===== config.mk =====
export PLATFORM = sky130hd
export DESIGN_NAME = rpq_cmp
export DESIGN_NICKNAME = d
export VERILOG_FILES = /design/src/rtl/rpq_pkg.sv /design/src/rtl/rpq_cmp.sv
export SDC_FILE = /design/constraint.sdc
export NUM_CORES = 1
export LEC_CHECK = 0
export BUFFER_PORTS_ARGS = -buffer_cell sky130_fd_sc_hd__buf_2
export CAP_MARGIN = 20
export CORE_ASPECT_RATIO = 0.9
export CORE_UTILIZATION = 32
export DETAILED_ROUTE_END_ITERATION = 8
export GPL_ROUTABILITY_DRIVEN = 0
export PLACE_DENSITY_LB_ADDON = 0.2
export SYNTH_ARGS = -nofsm -noshare
export SYNTH_HDL_FRONTEND = slang
export SYNTH_SLANG_ARGS = --single-unit

===== constraint.sdc =====
create_clock -name vclk -period 2.65
set_input_delay 0.1325 -clock vclk [all_inputs]
set_output_delay 0.1325 -clock vclk [all_outputs]
set_load 0.005 [all_outputs]

===== src/rtl/rpq_pkg.sv =====
`timescale 1ns / 1ps
`default_nettype none
// ----------------------------------------------------------------------------
// rpq_pkg
// Shared types, action codes and the record ordering key for the record
// max-priority queue.
// ----------------------------------------------------------------------------
package rpq_pkg;

    localparam int DEF_CAPACITY = 64;

    localparam logic [1:0] ACT_PUSH = 2'd0;
    localparam logic [1:0] ACT_PEEK = 2'd1;
    localparam logic [1:0] ACT_POP  = 2'd2;

    typedef struct packed {
        logic [15:0] score;
        logic [15:0] roll;
        logic [31:0] tag;
    } entry_t;

    // Larger key means higher priority: high score first, then low roll.
    function automatic logic [31:0] prio_key(input entry_t e);
        prio_key = {e.score, ~e.roll};
    endfunction

endpackage
`default_nettype wire


===== src/rtl/rpq_cmp.sv =====
`timescale 1ns / 1ps
`default_nettype none
// ----------------------------------------------------------------------------
// rpq_cmp
// Shared key comparator: flags a stored record that ranks strictly below the
// record being inserted.
// ----------------------------------------------------------------------------
module rpq_cmp (
    input  rpq_pkg::entry_t stored,
    input  rpq_pkg::entry_t incoming,
    output logic            stored_lower
);
    import rpq_pkg::*;

    // Strict compare keeps equal records in arrival order.
    assign stored_lower = prio_key(stored) < prio_key(incoming);

endmodule
`default_nettype wire


==> results by group <==
Floorplan
  – Boundary Pins: 129
  – Rows: 16
  – Starting Density: 35.3%
  – Die Span Y: 49.4 um
  – Full die area: 0.00270 mm2
  – Core footprint: 0.00226 mm2
  – Die width: 54.6 um

STA
  – Slew margin rel.: 82.9%
  – RSZ-0062 raised after global routing: no
  – Max Clock Freq: 0.553 GHz
  – Slew @ Worst Pin: 0.253 ns
  – Setup TNS: 0 ns
  – Min Clock Period, post-route: 1.81 ns
  – Final hold vios: 0
  – Post-route clock period utilization: 68.3%
  – Final Max Tran Viols: 0
  – Final hold slack: 0.743 ns
  – Final setup violation count: 0

Global routing
  – Grt ovf: 0
  – Largest net degree at the start of global routing: 4
  – Global-route wire length before repair: 2950 um
  – Antenna violations before repair: 0
  – Vias in the first global route: 814
  – Global Route Usage Sum: 13.8%

Detailed routing
  – WL per Instance: 8.92 um
  – Via/cell ratio: 4.55
  – Detailed Route WL: 1800 um
  – Detailed-route DRC error count: 0
  – Starting DRC count in detailed routing: 5
  – TritonRoute pass-1 iters: 2
  – Vias: 919
  – Post-DRT Antenna Nets: 0

Power and ir drop
  – Leak: 0.000760 uW
  – Worst IR Drop VDD: 0.0601 mV
  – Overall power: 150 uW
  – Pwr per Cell Area: 130 mW/mm2

Critical path
  – Arrival @ worst endpoint: 1.68 ns
  – Worst Setup SP: stored[33]
  – Worst Path Required: 2.52 ns
  – Crit path max fanout: 1
  – Crit path capture type: output port
  – Crit Path Category: in -> out
  – CP startpoint kind: primary input

Clock network
  – # hold bufs at CTS: 0
  – CTS resizes: 0
  – Setup Fix Bufs, Post-CTS: 0

Layout
  – Num sequential: 0
  – Clock buffers: 0
  – Area growth syn-to-layout: 45.0%
  – Share of layout cells above drive strength 1: 38.3%
  – Fillers: 231
  – Post-route insts no fill: 202
  – Register area: 0 um2
  – Layout Nets: 336
  – Antenna Cells: 0

Logic synthesis
  – Library cells used by synthesis: 19
  – Sequential fraction of the synthesis area: 0%
  – Mapped Nets: 269
  – Top cells by area, synth: ha_1, inv_1, a21oi_1
  – Mapped Cells: 110
  – Post-synth top area share: 48.6%
  – Simple-Gate Fraction of Synth Area: 16.0%
  – Synth Area in Adders: 48.6%
  – Synth warn: 0
  – Largest family of logic cells by synthesized area: adder cells
  – Mux contribution to synthesized area: 0%
  – Xor/xnor share of the synthesized area: 0%
  – Compound-Gate Fraction of Synth Area: 20.8%
  – Largest area contributor in the netlist: ha_1
  – Post-Syn Area: 798 um2
  – Mapped Avg Cell Area: 7.26 um2

Hold path
  – Hold Crit Start: incoming[47]
  – Hold Crit Endpoint: stored_lower
  – HP Class: in -> out
  – WHS Path Cells: 5

Placement
  – Detailed Place HPWL: 1780 um
  – Cells after DPL: 202
  – IO Port Bufs: 65

Flow run
  – Max-cap viol count: 0

Run status
  – Status: finished clean
## worst max-delay path, stage by stage
cell and delay, ns:
buf_2 0.08, inv_1 0.03, ha_1 0.32, a2111oi_4 0.30
nor4b_1 0.09, or4_1 0.48, a21oi_1 0.13, buf_2 0.13
## cell type report
class                           instances  area [um2]  share of cell area (%)
Inverter                               31         116                    10.1
Multi-Input combinational cell         79         682                    58.9
Tap cell                               27        33.8                    2.92
Timing Repair Buffer                   65         325                    28.1
## report_power, final
part,internal [uW],switching (uW)
Clock,0,0
Sequential,0,0
Combinational,83.8,66.5
## metrics by stage
stage	instance area, um2	util [%]	worst slack (ns)
after detailed placement	1160	51.2	0.820
after global placement	1160	51.2	0.856
after global routing	1160	51.2	0.764
final	1160	51.2	0.840
after floorplan	798	-	1.09
after CTS	1160	51.2	0.816
## kinds of logic (layout without fill, tap and decap cells)
| family | Yosys count | count (layout) |
|---|---|---|
| fa+ha+maj | 31 | 31 |
| compound gates | 24 | 24 |
| buf+inv | 31 | 96 |
| simple gates | 24 | 24 |
## synthesized netlist by cell type (all sizes together)
master   number
a2111oi       1
a21boi        1
a21o          2
a21oi        11
a221oi        2
and4          2
ha           31
inv          31
nand2        10
nand2b        1
nand3         2
nand4         2
nor2          4
nor3          1
nor4b         1
o21a          2
o21ai         4
o2bb2ai       1
or4           1
## how the worst max path moves through the flow
stage	end
detailed placement	stored_lower
floorplan	stored_lower
finish	stored_lower
CTS	stored_lower
global route	stored_lower
global placement	stored_lower
## cell usage in the layout, fill, tap and decap left out
master     netlist  routed
a21boi_0         1       1
nand3_1          2       2
o21a_1           2       2
buf_2            0      65
o2bb2ai_1        1       1
nand2_1         10      10
nand2b_4         1       1
a21oi_1         11      11
ha_1            31      31
nor2_1           4       4
inv_1           31      31
or4_1            1       1
o21ai_0          4       4
a21o_1           2       2
nand4_1          2       2
and4_1           2       2
a2111oi_4        1       1
nor3_1           1       1
a221oi_1         2       2
nor4b_1          1       1
## metal layers
layer	global-route usage (%)	wire [um]	vias up
met5	0	0	-
met3	1.87	178	0
li1	-	-	511
met1	16.5	782	371
met2	26.3	842	37
met4	0	0	0
No activity file was read; power rests on OpenSTA's default activity.
